===== src/rtl/tsrma_pkg.sv =====
package tsrma_pkg;

  // Fixed field widths of the sample and result words
  localparam int unsigned MINUTE_W = 16;
  localparam int unsigned TICK_W   = 32;
  localparam int unsigned RATE_W   = 32;
  localparam int unsigned FILL_W   = 5;

  // Default build values
  localparam int unsigned TICK_HZ_DEFAULT = 32768;
  localparam int unsigned WINDOW_DEFAULT  = 16;

  // Seconds per minute, and 0.5 expressed in Q16.16
  localparam int unsigned SECONDS_PER_MINUTE = 60;
  localparam int unsigned HALF_Q16           = 32768;

  // Action codes carried by the sample word
  localparam logic ACT_SAMPLE  = 1'b0;
  localparam logic ACT_RESTART = 1'b1;

  // Status of the shared divider
  typedef struct packed {
    logic busy;
    logic done;
  } div_stat_t;

endpackage


===== src/rtl/tsrma_if.sv =====
interface tsrma_in_if import tsrma_pkg::*; ();
  logic                valid;
  logic                ready;
  logic                action;
  logic [MINUTE_W-1:0] minute;
  logic [TICK_W-1:0]   tick_count;

  modport source (output valid, action, minute, tick_count, input ready);
  modport sink   (input valid, action, minute, tick_count, output ready);
endinterface

interface tsrma_out_if import tsrma_pkg::*; ();
  logic              valid;
  logic              ready;
  logic [RATE_W-1:0] average_rate;
  logic [FILL_W-1:0] window_fill;
  logic              zero_interval;

  modport source (output valid, average_rate, window_fill, zero_interval, input ready);
  modport sink   (input valid, average_rate, window_fill, zero_interval, output ready);
endinterface


===== src/rtl/tsrma_divider.sv =====
module tsrma_divider import tsrma_pkg::*; #(
  parameter int unsigned DW = 36,
  parameter int unsigned VW = 37
) (
  input  logic          clk,
  input  logic          rst_n,
  input  logic          start,
  input  logic [DW-1:0] dividend,
  input  logic [VW-1:0] divisor,
  output logic [DW-1:0] quotient,
  output div_stat_t     stat
);

  localparam int unsigned CW = $clog2(DW + 1);

  logic [CW-1:0] count_r, count_nxt;
  logic          busy_r, busy_nxt;
  logic          done_r, done_nxt;
  logic [VW-1:0] rem_r, rem_nxt;
  logic [DW-1:0] quo_r, quo_nxt;
  logic [VW-1:0] div_r, div_nxt;
  logic [VW:0]   shifted;
  logic [VW:0]   diff;
  logic          take;

  // One restoring step: shift in the next dividend bit, subtract if it fits
  always_comb begin
    shifted   = {rem_r, quo_r[DW-1]};
    diff      = shifted - {1'b0, div_r};
    take      = (shifted >= {1'b0, div_r});
    count_nxt = count_r;
    busy_nxt  = busy_r;
    done_nxt  = 1'b0;
    rem_nxt   = rem_r;
    quo_nxt   = quo_r;
    div_nxt   = div_r;
    if (start) begin
      count_nxt = CW'(DW);
      busy_nxt  = 1'b1;
      rem_nxt   = '0;
      quo_nxt   = dividend;
      div_nxt   = divisor;
    end else if (busy_r) begin
      rem_nxt   = take ? diff[VW-1:0] : shifted[VW-1:0];
      quo_nxt   = {quo_r[DW-2:0], take};
      count_nxt = count_r - CW'(1);
      if (count_r == CW'(1)) begin
        busy_nxt = 1'b0;
        done_nxt = 1'b1;
      end
    end
  end

  always_ff @(posedge clk) begin
    if (!rst_n) begin
      count_r <= '0;
      busy_r  <= 1'b0;
      done_r  <= 1'b0;
    end else begin
      count_r <= count_nxt;
      busy_r  <= busy_nxt;
      done_r  <= done_nxt;
    end
    rem_r <= rem_nxt;
    quo_r <= quo_nxt;
    div_r <= div_nxt;
  end

  assign quotient  = quo_r;
  assign stat.busy = busy_r;
  assign stat.done = done_r;

endmodule


===== src/rtl/tsrma_ring_mem.sv =====
module tsrma_ring_mem #(
  parameter int unsigned DEPTH = 16,
  parameter int unsigned AW    = 4,
  parameter int unsigned DW    = 32
) (
  input  logic          clk,
  input  logic          wr_en,
  input  logic [AW-1:0] wr_addr,
  input  logic [DW-1:0] wr_data,
  input  logic          rd_en,
  input  logic [AW-1:0] rd_addr,
  output logic [DW-1:0] rd_data
);

  logic [DW-1:0] mem [DEPTH];
  logic [DW-1:0] rd_data_r;

  always_ff @(posedge clk) begin
    if (wr_en) begin
      mem[wr_addr] <= wr_data;
    end
  end

  // Hold the read word until the next read
  always_ff @(posedge clk) begin
    if (rd_en) begin
      rd_data_r <= mem[rd_addr];
    end
  end

  assign rd_data = rd_data_r;

endmodule


===== src/rtl/timestamp_rate_moving_average.sv =====
// Timestamp rate meter with a moving average over the last WINDOW rates.
// in_ch (sink) takes one word per event: action, minute and tick_count.
// A restart word clears the history; a sample word forms the absolute tick
// minute*60*TICK_HZ + tick_count. The first sample after reset or restart
// is only recorded and yields no result; every later sample yields one
// word on out_ch: the mean rate in Q16.16, the number of rates averaged
// and a flag for a zero interval (rate saturated).
// A sample with a predecessor runs through two divisions on the single
// shared restoring divider, DW being its dividend width, one quotient bit
// a cycle: first TICK_HZ*32768/delta, then sum/fill. A zero or backward
// interval skips the first division.
// The stored rates sit in a small synchronous RAM read in the check state,
// ahead of the read-modify-write of the running sum.
// in_ch.ready is high only while no sample is in progress. A finished
// result waits in the output register while the next word is taken; if
// the receiver stalls, the following result waits until it is freed.
// Reset (rst_n low, synchronous) clears the history, the running sum and
// the output valid; the rate RAM needs no clearing.
module timestamp_rate_moving_average import tsrma_pkg::*; #(
  parameter int unsigned TICK_HZ = TICK_HZ_DEFAULT,
  parameter int unsigned WINDOW  = WINDOW_DEFAULT
) (
  input  logic        clk,
  input  logic        rst_n,
  tsrma_in_if.sink    in_ch,
  tsrma_out_if.source out_ch
);

  // Derived widths
  localparam longint unsigned TMAX =
    64'((1 << MINUTE_W) - 1) * SECONDS_PER_MINUTE * TICK_HZ + 64'((64'd1 << TICK_W) - 1);
  localparam int unsigned     TW      = $clog2(TMAX + 1);
  localparam longint unsigned NUM     = 64'(TICK_HZ) * HALF_Q16;
  localparam int unsigned     NW      = $clog2(NUM + 1);
  localparam int unsigned     SUM_W   = RATE_W + $clog2(WINDOW);
  localparam int unsigned     DW      = (NW > SUM_W) ? NW : SUM_W;
  localparam int unsigned     VW      = (TW > FILL_W) ? TW : FILL_W;
  localparam int unsigned     SLOT_W  = (WINDOW > 1) ? $clog2(WINDOW) : 1;
  localparam logic [TW-1:0]   MIN_TICKS = TW'(SECONDS_PER_MINUTE * TICK_HZ);

  typedef enum logic [2:0] {
    S_IDLE,
    S_TICK,
    S_CHECK,
    S_DIV_RATE,
    S_SUM,
    S_DIV_AVG,
    S_OUT
  } state_t;

  state_t              state_r, state_nxt;
  logic [MINUTE_W-1:0] minute_r, minute_nxt;
  logic [TICK_W-1:0]   ticks_r, ticks_nxt;
  logic [TW-1:0]       now_r, now_nxt;
  logic [TW-1:0]       prev_r, prev_nxt;
  logic                prev_valid_r, prev_valid_nxt;
  logic [SUM_W-1:0]    sum_r, sum_nxt;
  logic [FILL_W-1:0]   fill_r, fill_nxt;
  logic [SLOT_W-1:0]   slot_r, slot_nxt;
  logic [RATE_W-1:0]   rate_r, rate_nxt;
  logic                zero_r, zero_nxt;
  logic [RATE_W-1:0]   avg_r, avg_nxt;
  logic                out_valid_r, out_valid_nxt;
  logic [RATE_W-1:0]   out_rate_r, out_rate_nxt;
  logic [FILL_W-1:0]   out_fill_r, out_fill_nxt;
  logic                out_zero_r, out_zero_nxt;

  logic [TW:0]         delta;
  logic                full;
  logic [SUM_W:0]      sum_base;
  logic [SUM_W:0]      sum_new;
  logic                in_fire;

  logic                div_start;
  logic [DW-1:0]       div_dividend;
  logic [VW-1:0]       div_divisor;
  logic [DW-1:0]       div_quotient;
  div_stat_t           div_stat;

  logic                mem_wr_en;
  logic                mem_rd_en;
  logic [RATE_W-1:0]   mem_rd_data;

  tsrma_divider #(
    .DW (DW),
    .VW (VW)
  ) u_div (
    .clk      (clk),
    .rst_n    (rst_n),
    .start    (div_start),
    .dividend (div_dividend),
    .divisor  (div_divisor),
    .quotient (div_quotient),
    .stat     (div_stat)
  );

  tsrma_ring_mem #(
    .DEPTH (WINDOW),
    .AW    (SLOT_W),
    .DW    (RATE_W)
  ) u_ring (
    .clk     (clk),
    .wr_en   (mem_wr_en),
    .wr_addr (slot_r),
    .wr_data (rate_r),
    .rd_en   (mem_rd_en),
    .rd_addr (slot_r),
    .rd_data (mem_rd_data)
  );

  assign in_ch.ready = (state_r == S_IDLE);
  assign in_fire     = in_ch.valid && in_ch.ready;

  // Modular interval; a borrow means the timestamp went backwards
  assign delta    = {1'b0, now_r} - {1'b0, prev_r};
  assign full     = (fill_r == FILL_W'(WINDOW));
  // Drop the oldest rate when the window is full, then add the new one
  assign sum_base = {1'b0, sum_r} - (full ? (SUM_W + 1)'(mem_rd_data) : '0);
  assign sum_new  = sum_base + (SUM_W + 1)'(rate_r);

  always_comb begin
    state_nxt      = state_r;
    minute_nxt     = minute_r;
    ticks_nxt      = ticks_r;
    now_nxt        = now_r;
    prev_nxt       = prev_r;
    prev_valid_nxt = prev_valid_r;
    sum_nxt        = sum_r;
    fill_nxt       = fill_r;
    slot_nxt       = slot_r;
    rate_nxt       = rate_r;
    zero_nxt       = zero_r;
    avg_nxt        = avg_r;
    out_valid_nxt  = out_valid_r;
    out_rate_nxt   = out_rate_r;
    out_fill_nxt   = out_fill_r;
    out_zero_nxt   = out_zero_r;
    div_start      = 1'b0;
    div_dividend   = DW'(NUM);
    div_divisor    = VW'(delta[TW-1:0]);
    mem_wr_en      = 1'b0;
    mem_rd_en      = 1'b0;

    // Release the output word once taken
    if (out_valid_r && out_ch.ready) begin
      out_valid_nxt = 1'b0;
    end

    case (state_r)
      S_IDLE: begin
        if (in_fire) begin
          if (in_ch.action == ACT_RESTART) begin
            prev_valid_nxt = 1'b0;
            sum_nxt        = '0;
            fill_nxt       = '0;
            slot_nxt       = '0;
          end else begin
            minute_nxt = in_ch.minute;
            ticks_nxt  = in_ch.tick_count;
            state_nxt  = S_TICK;
          end
        end
      end
      S_TICK: begin
        now_nxt   = TW'(TW'(minute_r) * MIN_TICKS) + TW'(ticks_r);
        state_nxt = S_CHECK;
      end
      S_CHECK: begin
        prev_nxt       = now_r;
        prev_valid_nxt = 1'b1;
        if (!prev_valid_r) begin
          state_nxt = S_IDLE;
        end else begin
          // Fetch the oldest rate ahead of the sum update
          mem_rd_en = 1'b1;
          zero_nxt  = (delta == '0);
          if (delta == '0) begin
            rate_nxt  = '1;
            state_nxt = S_SUM;
          end else if (delta[TW]) begin
            rate_nxt  = '0;
            state_nxt = S_SUM;
          end else begin
            div_start = 1'b1;
            state_nxt = S_DIV_RATE;
          end
        end
      end
      S_DIV_RATE: begin
        if (div_stat.done) begin
          if (div_quotient > DW'({RATE_W{1'b1}})) begin
            rate_nxt = '1;
          end else begin
            rate_nxt = div_quotient[RATE_W-1:0];
          end
          state_nxt = S_SUM;
        end
      end
      S_SUM: begin
        mem_wr_en = 1'b1;
        sum_nxt   = sum_new[SUM_W-1:0];
        fill_nxt  = full ? fill_r : fill_r + FILL_W'(1);
        slot_nxt  = (slot_r == SLOT_W'(WINDOW - 1)) ? '0 : slot_r + SLOT_W'(1);
        div_start    = 1'b1;
        div_dividend = DW'(sum_nxt);
        div_divisor  = VW'(fill_nxt);
        state_nxt    = S_DIV_AVG;
      end
      S_DIV_AVG: begin
        if (div_stat.done) begin
          avg_nxt   = div_quotient[RATE_W-1:0];
          state_nxt = S_OUT;
        end
      end
      S_OUT: begin
        // Load the result once the output register is free
        if (!out_valid_r || out_ch.ready) begin
          out_valid_nxt = 1'b1;
          out_rate_nxt  = avg_r;
          out_fill_nxt  = fill_r;
          out_zero_nxt  = zero_r;
          state_nxt     = S_IDLE;
        end
      end
      default: begin
        state_nxt = S_IDLE;
      end
    endcase
  end

  always_ff @(posedge clk) begin
    if (!rst_n) begin
      state_r      <= S_IDLE;
      prev_r       <= '0;
      prev_valid_r <= 1'b0;
      sum_r        <= '0;
      fill_r       <= '0;
      slot_r       <= '0;
      out_valid_r  <= 1'b0;
    end else begin
      state_r      <= state_nxt;
      prev_r       <= prev_nxt;
      prev_valid_r <= prev_valid_nxt;
      sum_r        <= sum_nxt;
      fill_r       <= fill_nxt;
      slot_r       <= slot_nxt;
      out_valid_r  <= out_valid_nxt;
    end
    minute_r   <= minute_nxt;
    ticks_r    <= ticks_nxt;
    now_r      <= now_nxt;
    rate_r     <= rate_nxt;
    zero_r     <= zero_nxt;
    avg_r      <= avg_nxt;
    out_rate_r <= out_rate_nxt;
    out_fill_r <= out_fill_nxt;
    out_zero_r <= out_zero_nxt;
  end

  assign out_ch.valid         = out_valid_r;
  assign out_ch.average_rate  = out_rate_r;
  assign out_ch.window_fill   = out_fill_r;
  assign out_ch.zero_interval = out_zero_r;

`ifndef SYNTH
  // A restart word empties the window and forgets the last timestamp
  a_restart_clears: assert property (@(posedge clk) disable iff (!rst_n)
    in_fire && (in_ch.action == ACT_RESTART) |=> (fill_r == '0) && !prev_valid_r)
    else $error("restart did not clear the history");

  // Stored rates imply a recorded timestamp
  a_fill_has_prev: assert property (@(posedge clk) disable iff (!rst_n)
    (fill_r != '0) |-> prev_valid_r)
    else $error("window holds rates without a previous timestamp");

  // The divider only runs while a division state waits on it
  a_div_owner: assert property (@(posedge clk) disable iff (!rst_n)
    div_stat.busy |-> (state_r == S_DIV_RATE) || (state_r == S_DIV_AVG))
    else $error("divider busy outside a division state");

  // Every result word averages between one and WINDOW rates
  a_out_fill: assert property (@(posedge clk) disable iff (!rst_n)
    out_valid_r |-> (out_fill_r != '0) && (out_fill_r <= FILL_W'(WINDOW)))
    else $error("result word carries an impossible window fill");
`endif

endmodule


===== src/flat_wrapper.sv =====
// flat-port wrapper written by rule: the top's interface ports become plain ports
module timestamp_rate_moving_average_flat import tsrma_pkg::*;
#(
  parameter int unsigned TICK_HZ = TICK_HZ_DEFAULT,
  parameter int unsigned WINDOW  = WINDOW_DEFAULT
)
  (clk, rst_n, in_ch_valid, in_ch_action, in_ch_minute, in_ch_tick_count, in_ch_ready, out_ch_valid, out_ch_average_rate, out_ch_window_fill, out_ch_zero_interval, out_ch_ready);
  tsrma_in_if in_ch_i ();
  tsrma_out_if out_ch_i ();
  input  logic clk;
  input  logic rst_n;
  input wire logic [$bits(in_ch_i.valid)-1:0] in_ch_valid;
  input wire logic [$bits(in_ch_i.action)-1:0] in_ch_action;
  input wire logic [$bits(in_ch_i.minute)-1:0] in_ch_minute;
  input wire logic [$bits(in_ch_i.tick_count)-1:0] in_ch_tick_count;
  output wire logic [$bits(in_ch_i.ready)-1:0] in_ch_ready;
  output wire logic [$bits(out_ch_i.valid)-1:0] out_ch_valid;
  output wire logic [$bits(out_ch_i.average_rate)-1:0] out_ch_average_rate;
  output wire logic [$bits(out_ch_i.window_fill)-1:0] out_ch_window_fill;
  output wire logic [$bits(out_ch_i.zero_interval)-1:0] out_ch_zero_interval;
  input wire logic [$bits(out_ch_i.ready)-1:0] out_ch_ready;
  assign in_ch_i.valid = in_ch_valid;
  assign in_ch_i.action = in_ch_action;
  assign in_ch_i.minute = in_ch_minute;
  assign in_ch_i.tick_count = in_ch_tick_count;
  assign in_ch_ready = in_ch_i.ready;
  assign out_ch_valid = out_ch_i.valid;
  assign out_ch_average_rate = out_ch_i.average_rate;
  assign out_ch_window_fill = out_ch_i.window_fill;
  assign out_ch_zero_interval = out_ch_i.zero_interval;
  assign out_ch_i.ready = out_ch_ready;
  timestamp_rate_moving_average #(.TICK_HZ(TICK_HZ), .WINDOW(WINDOW)) u_core (.clk(clk), .rst_n(rst_n), .in_ch(in_ch_i), .out_ch(out_ch_i));
endmodule

===== config.mk =====
export PLATFORM = sky130hd
export DESIGN_NAME = timestamp_rate_moving_average_flat
export DESIGN_NICKNAME = d
export VERILOG_FILES = /design/src/rtl/tsrma_pkg.sv /design/src/rtl/tsrma_if.sv /design/src/rtl/tsrma_divider.sv /design/src/rtl/tsrma_ring_mem.sv /design/src/rtl/timestamp_rate_moving_average.sv /design/src/flat_wrapper.sv
export SDC_FILE = /design/constraint.sdc
export NUM_CORES = 1
export LEC_CHECK = 0
export BUFFER_PORTS_ARGS = -buffer_cell sky130_fd_sc_hd__buf_4
export CAP_MARGIN = 20
export CORE_MARGIN = 2
export CORE_UTILIZATION = 23
export CTS_CLUSTER_DIAMETER = 60
export DETAILED_ROUTE_END_ITERATION = 16
export GPL_ROUTABILITY_DRIVEN = 0
export SYNTH_ARGS = -nofsm -noshare
export SYNTH_HDL_FRONTEND = slang
export SYNTH_SLANG_ARGS = --single-unit

===== constraint.sdc =====
create_clock -name clk -period 10.2 [get_ports clk]
set_input_delay 2.04 -clock clk [delete_from_list [all_inputs] [get_ports clk]]
set_output_delay 2.04 -clock clk [all_outputs]
set_load 0.1 [all_outputs]

; Word-level counts from Yosys, hierarchy flattened
; Memories as Yosys holds them, arrays and structs flattened. A register that Yosys moved wholly into a read port is not among the register bits.
; Index checks and enable logic that the tools add are counted.
[word_totals]
ff_bits = 393
ram_bits = 512
in_bits = 53
out_inout_bits = 40
wordCells = 129
memories = 1
[mem_list]
columns = name, words, word_bits, read_ports, rd_clocked_by_memory_dff, wr, line
row1 = u_core.u_ring.mem, 16, 32, 1, 1, 1, tsrma_ring_mem.sv:15  ; logic [DW-1:0] mem [DEPTH];
[classes]
add_sub_neg = 8
multipliers = 1
magnitude_cmp = 2
eq_ne = 17
mux = 53
bitwise_logic = 3
n_reduce_logical = 20
[ops]
columns = op, count
row1 = two-way mux 32 bit, 6
row2 = two-way mux 36 bit, 5
row3 = one-hot mux 36 bit (2 select lines), 1
row4 = one-hot mux 32 bit (2 select lines), 1
row5 = >= comparator 38 x 37 -> 1 bit, 1
row6 = zero test 38 bit, 1
row7 = subtractor 37 x 37 -> 38 bit, 1
row8 = adder 37 x 32 -> 37 bit, 1
row9 = two-way mux 37 bit, 1
row10 = subtractor 37 bit, 1
row11 = adder 36 x 32 -> 36 bit, 1
row12 = greater-than comparator 36 x 32 -> 1 bit (second input constant), 1
row13 = subtractor 36 bit, 1
row14 = two-way mux 3 bit, 8
row15 = one-hot mux 3 bit (7 select lines), 1
row16 = multiplier 16 x 4 -> 20 bit (second input constant), 1
row17 = two-way mux 5 bit, 4
row18 = two-way mux 1 bit, 17
row19 = two-way mux 4 bit, 3
row20 = two-way mux 6 bit, 2
row21 = inequality test 2 bit (second input constant), 5
row22 = one-hot mux 5 bit (2 select lines), 1
row23 = equality test 3 bit (second input constant), 3
row24 = AND reduction 3 bit, 3
row25 = other kinds (23), 34

; Longest topological paths before layout
[logic_depth]
depth_word = 6
mapped_depth = 22
ltp_nobuf = 22

; By module
; From an unflattened synthesis, not the netlist that was laid out.
[unflattened]
cells_unflattened = 3364
hier_area_um2 = 44796.7
[by_module_without_submodules]
columns = mod, instances, cells_each, area_per_inst_um2, seq_area_each_um2
row1 = tsrma_ring_mem, 1, 838, 20174.3, 16335.7
row2 = timestamp_rate_moving_average, 1, 1836, 17777.0, 7387.1
row3 = tsrma_divider, 1, 690, 6845.3, 3093.0

; Worst setup path before layout
; No wires, ideal clock.
[synth_path]
kind = input to register
startpoint = input in_ch_action
endpoint = register u_core.minute_r[0], enable pin
setup_ns = 0.573
arrival_time_ns = 6.750
required_ns = 9.627
setup_slack_ns = 2.878
cell_stages = 2
n_path_buf = 0
path_cell_list = nand2b_1 nor4_1
[synth_via]
elab_chain_len = 2
[synth_lines]
columns = element, line
row1 = from (decl), flat_wrapper.sv:13  ; input wire logic [$bits(in_ch_i.action)-1:0] in_ch_action;
row2 = NOT 1 bit (no source line), -
row3 = AND reduction 3 bit (no source line), -
row4 = to (signal assigned), timestamp_rate_moving_average.sv:249  ; minute_r <= minute_nxt;
row5 = to (decl), timestamp_rate_moving_average.sv:52  ; logic [MINUTE_W-1:0] minute_r, minute_nxt;
; Every way passes these cells.
; A chain may end at the register's enable or synchronous reset.

; Worst setup path in the final report
[layout_path]
startpoint = register u_core.now_r[0]
endpoint = register u_core.u_div.quo_r[30], in the netlist u_core.u_div.quotient[30], data pin
[layout_via]
elab_chain_len = 6
word_cells_on_any_way = 7
cone_classes = 1 x add/sub / 5 x mux / 1 x reduce/logical
[layout_lines]
columns = element, line
row1 = from (decl), timestamp_rate_moving_average.sv:54  ; logic [TW-1:0] now_r, now_nxt;
row2 = from (signal assigned), timestamp_rate_moving_average.sv:251  ; now_r <= now_nxt;
row3 = subtractor 37 x 37 -> 38 bit (*), timestamp_rate_moving_average.sv:115  ; assign delta = {1'b0, now_r} - {1'b0, prev_r};
row4 = zero test 38 bit or two-way mux 1 bit (tied branches), "timestamp_rate_moving_average.sv:177, timestamp_rate_moving_average.sv:180"
row5 = two-way mux 1 bit (*), timestamp_rate_moving_average.sv:177  ; if (delta == '0) begin
row6 = two-way mux 1 bit (*), timestamp_rate_moving_average.sv:171  ; if (!prev_valid_r) begin
row7 = one-hot mux 1 bit (2 select lines) (*), timestamp_rate_moving_average.sv:149  ; case (state_r)
row8 = two-way mux 36 bit (*), tsrma_divider.sv:37  ; if (start) begin
row9 = via u_core.u_div.quo_nxt[30], tsrma_divider.sv:20  ; logic [DW-1:0] quo_r, quo_nxt;
row10 = to (signal assigned), tsrma_divider.sv:65  ; quo_r <= quo_nxt;
row11 = to (decl), tsrma_divider.sv:20
; The timed path passes the listed nets; every way through them passes the cells marked *.

==> impl_metrics.env <==
export IMPL_crit_start="u_core.now_r[0]"
export IMPL_cts_tree="built"
export IMPL_whs_path_depth=0
export IMPL_synth_compound_area_frac=0.0980
export IMPL_post_cts_buffers=0
export IMPL_antenna_found_initial=6
export IMPL_die_h_um=442
export IMPL_cts_resized_gates=0
export IMPL_synth_top_family_by_area="compound AO/OA/AOI/OAI gates"
export IMPL_synthXorXnorAreaFrac=0.0256
export IMPL_critPathKind="register to register"
export IMPL_nets=3558
export IMPL_p_leak_nw=17.6
export IMPL_dpl_cell_count=5701
export IMPL_fin_cells=5872
export IMPL_ys_seq_elements=937
export IMPL_power_density_nw_per_um2=178
export IMPL_fill_cells=19192
export IMPL_r2r_end="u_core.u_div.quotient[30]"
export IMPL_layout_commonest_cell="edfxtp_1"
export IMPL_finalCriticalPeriod_ns=5.99
export IMPL_synth_seq_area_share=0.608
export IMPL_post_drt_wl_per_cell_um=17.4
export IMPL_synth_flop_cell="edfxtp_1"
export IMPL_drt_iter0_markers=2044
export IMPL_ant_nets=0
export IMPL_syn_to_final_growth_pct=15.9
export IMPL_htree_levels=3
export IMPL_dp_final_hpwl_um=64900
export IMPL_grt_pass1_vias=25965
export IMPL_synth_nets=3463
export IMPL_critPathSlowestCell="a2111oi_0"
export IMPL_maxCapViolations=0
export IMPL_synthArstFlopShare=0
export IMPL_drc=0
export IMPL_portBuffers=92
export IMPL_comb_power_share=0.139
export IMPL_synth_cell_type_count=81
export IMPL_reg2reg_depth=17
export IMPL_hold_buffers=0
export IMPL_worstPathRequired_ns=10.63
export IMPL_dieArea_um2=195000
export IMPL_crit_buf_inv=4
export IMPL_end_kind="register"
export IMPL_rsz0062_at_grt="false"
export IMPL_hold_viol_final=0
export IMPL_cts_max_path_buffers=3
export IMPL_clkSlewWorstSetupHoldPaths_ns=0.07
export IMPL_synthCells=3189
export IMPL_muxShareOfSynthArea=0.0842
export IMPL_routed_wl_um=102000
export IMPL_min_path_type="register to register"
export IMPL_start_util=0.232
export IMPL_finalSetupViolations=0
export IMPL_min_to="u_core.out_ch.average_rate[17]"
export IMPL_path_cells="inv_1, ha_1, fa_1, nand2b_1, a211oi_1, o211ai_1, o211a_1, o21ai_0, nand3_1, mux2i_1, a2111oi_0, nand4_1, a21oi_4, buf_4, clkinv_2, buf_4, a2bb2oi_1"
export IMPL_vdd_ir_drop_max_mv=0.123
export IMPL_tightest_slew_ns=1.11
export IMPL_startpoint_type="register"
export IMPL_via_per_inst=4.37
export IMPL_finalCritPeriodShare=0.587
export IMPL_clock_latency_ns=0.72
export IMPL_io_pins=93
export IMPL_grt_pass1_wl_um=157000
export IMPL_crit_top_cell="buf_4"
export IMPL_layout_common_cells="edfxtp_1, inv_1, nand2_1"
export IMPL_core_um2=190000
export IMPL_swShare=0.253
export IMPL_grtUsageTotal=0.103
export IMPL_tns_ns=0
export IMPL_core_rowCount=160
export IMPL_drive_gt1_frac=0.148
export IMPL_p_sw_mw=2.31
export IMPL_grt_max_degree=75
export IMPL_total_power_mw=9.10
export IMPL_p_clk_frac=0.389
export IMPL_synth_top_cell_area_share=0.548
export IMPL_crit_fanout=70
export IMPL_status="finished clean"
export IMPL_hp_start="u_core.avg_r[17]"
export IMPL_vias=25660
export IMPL_yosys_top_cells_area="edfxtp_1, mux4_2, dfxtp_1"
export IMPL_synth_cell_area_um2=44100
export IMPL_critPathMaxStageDelay_ns=0.61
export IMPL_drv_slew=0
export IMPL_first_pass_iters=5
export IMPL_power_frac_seq=0.472
export IMPL_die_w_um=442
export IMPL_crit_family="compound AO/OA/AOI/OAI gates"
export IMPL_synth_top_area_cell="edfxtp_1"
export IMPL_synth_edff_count=805
export IMPL_r2r_start="u_core.now_r[0]"
export IMPL_worstPathArrival_ns=6.41
export IMPL_synthSimpleGateAreaFrac=0.0730
export IMPL_p_int_mw=6.79
export IMPL_grt_ovfl_total=0
export IMPL_synth_avg_cell_area_um2=13.8
export IMPL_synth_fa_ha_area_frac=0.0735
export IMPL_cts_buffers=90
export IMPL_rrSetupSlack_ns=4.21
export IMPL_skew_ns=0.0669
export IMPL_cts_sinks=937
export IMPL_max_freq_mhz=167
export IMPL_yosys_warnings=0
export IMPL_slew_headroom=0.252
export IMPL_cts_root_buf="clkbuf_16"
==> power groups by stage <==
stage,logic [mW],clock network [mW],registers [mW]
floorplan,1.00,0,4.36
global placement,1.24,0,4.37
detailed placement,1.26,0,4.37
CTS,1.27,3.64,4.29
global route,1.43,3.77,4.30
finish,1.27,3.54,4.29
==> stage by stage <==
step	hold WS (ns)	cell area, um^2	setup slack, ns	util
after floorplan	0.400	44100	2.88	-
after global routing	0.423	51100	3.72	0.269
after CTS	0.414	51100	4.29	0.268
final	0.413	51100	4.21	0.269
after global placement	0.404	48000	4.44	0.252
after detailed placement	0.405	48000	4.31	0.252
==> area by class of cell <==
type                    count  area (um^2)  share of cell area
diodes                      2         5.00           0.0000978
clock buffers             109         2430              0.0475
clock inverters            58          726              0.0142
inverters                 312         1170              0.0229
multi-input cells        1811        15800               0.310
flip-flops and latches    937        26800               0.525
well taps                2511         3140              0.0614
repair buffers            132         1010              0.0197
==> registers in the layout, summed over array words and instances, names as in the netlist, 36 cells and up <==
signal and count:
u_core.sum_r 36, u_core.u_ring.mem 512, u_core.u_div.rem_r 37, u_core.u_div.div_r 37, u_core.u_div.quotient 36, u_core.prev_r 37, u_core.now_r 37
==> worst max-delay path by stage <==
stage	slack, ns	cells after the start	end
2_1_floorplan	2.88	2	u_core.minute_r[0]
3_3_place_gp	4.44	17	u_core.u_div.quotient[30]
3_5_place_dp	4.31	17	u_core.u_div.quotient[30]
4_1_cts	4.29	15	u_core.u_div.quotient[8]
5_1_grt	3.72	17	u_core.u_div.quotient[30]
6_report	4.21	17	u_core.u_div.quotient[30]
==> kinds of logic (layout without fill, tap and decap cells) <==
logic type,Yosys count,after routing
AOI/OAI and AO/OA,626,626
xor gates and xnor gates,129,129
adders and majority gates,221,221
buffers and inverters,441,611
DFF,937,937
muxes,171,171
other,0,2
and+or+nand+nor,664,664
==> synth_stat cells (all sizes together) (24+ instances only) <==
| cell type | number |
|---|---|
| o211ai | 36 |
| o21a | 56 |
| mux4 | 160 |
| and2 | 51 |
| xor2 | 48 |
| dfxtp | 132 |
| nand4 | 27 |
| ha | 157 |
| clkbuf | 95 |
| inv | 312 |
| a21oi | 118 |
| a21boi | 78 |
| nand2 | 239 |
| a21o | 71 |
| fa | 64 |
| o211a | 33 |
| o21ai | 107 |
| nor2 | 140 |
| edfxtp | 805 |
| nand3 | 34 |
| nor3 | 42 |
| nand2b | 24 |
| xnor2 | 81 |
| buf | 34 |
==> layer usage <==
layer	track usage	wire, um	share of wire
met1	0.130	44200	0.43
met2	0.180	51100	0.50
met3	0.0166	4650	0.045
met4	0.0295	2230	0.022
met5	0	0	0
Note: power is estimated with default switching activity, not from simulation.
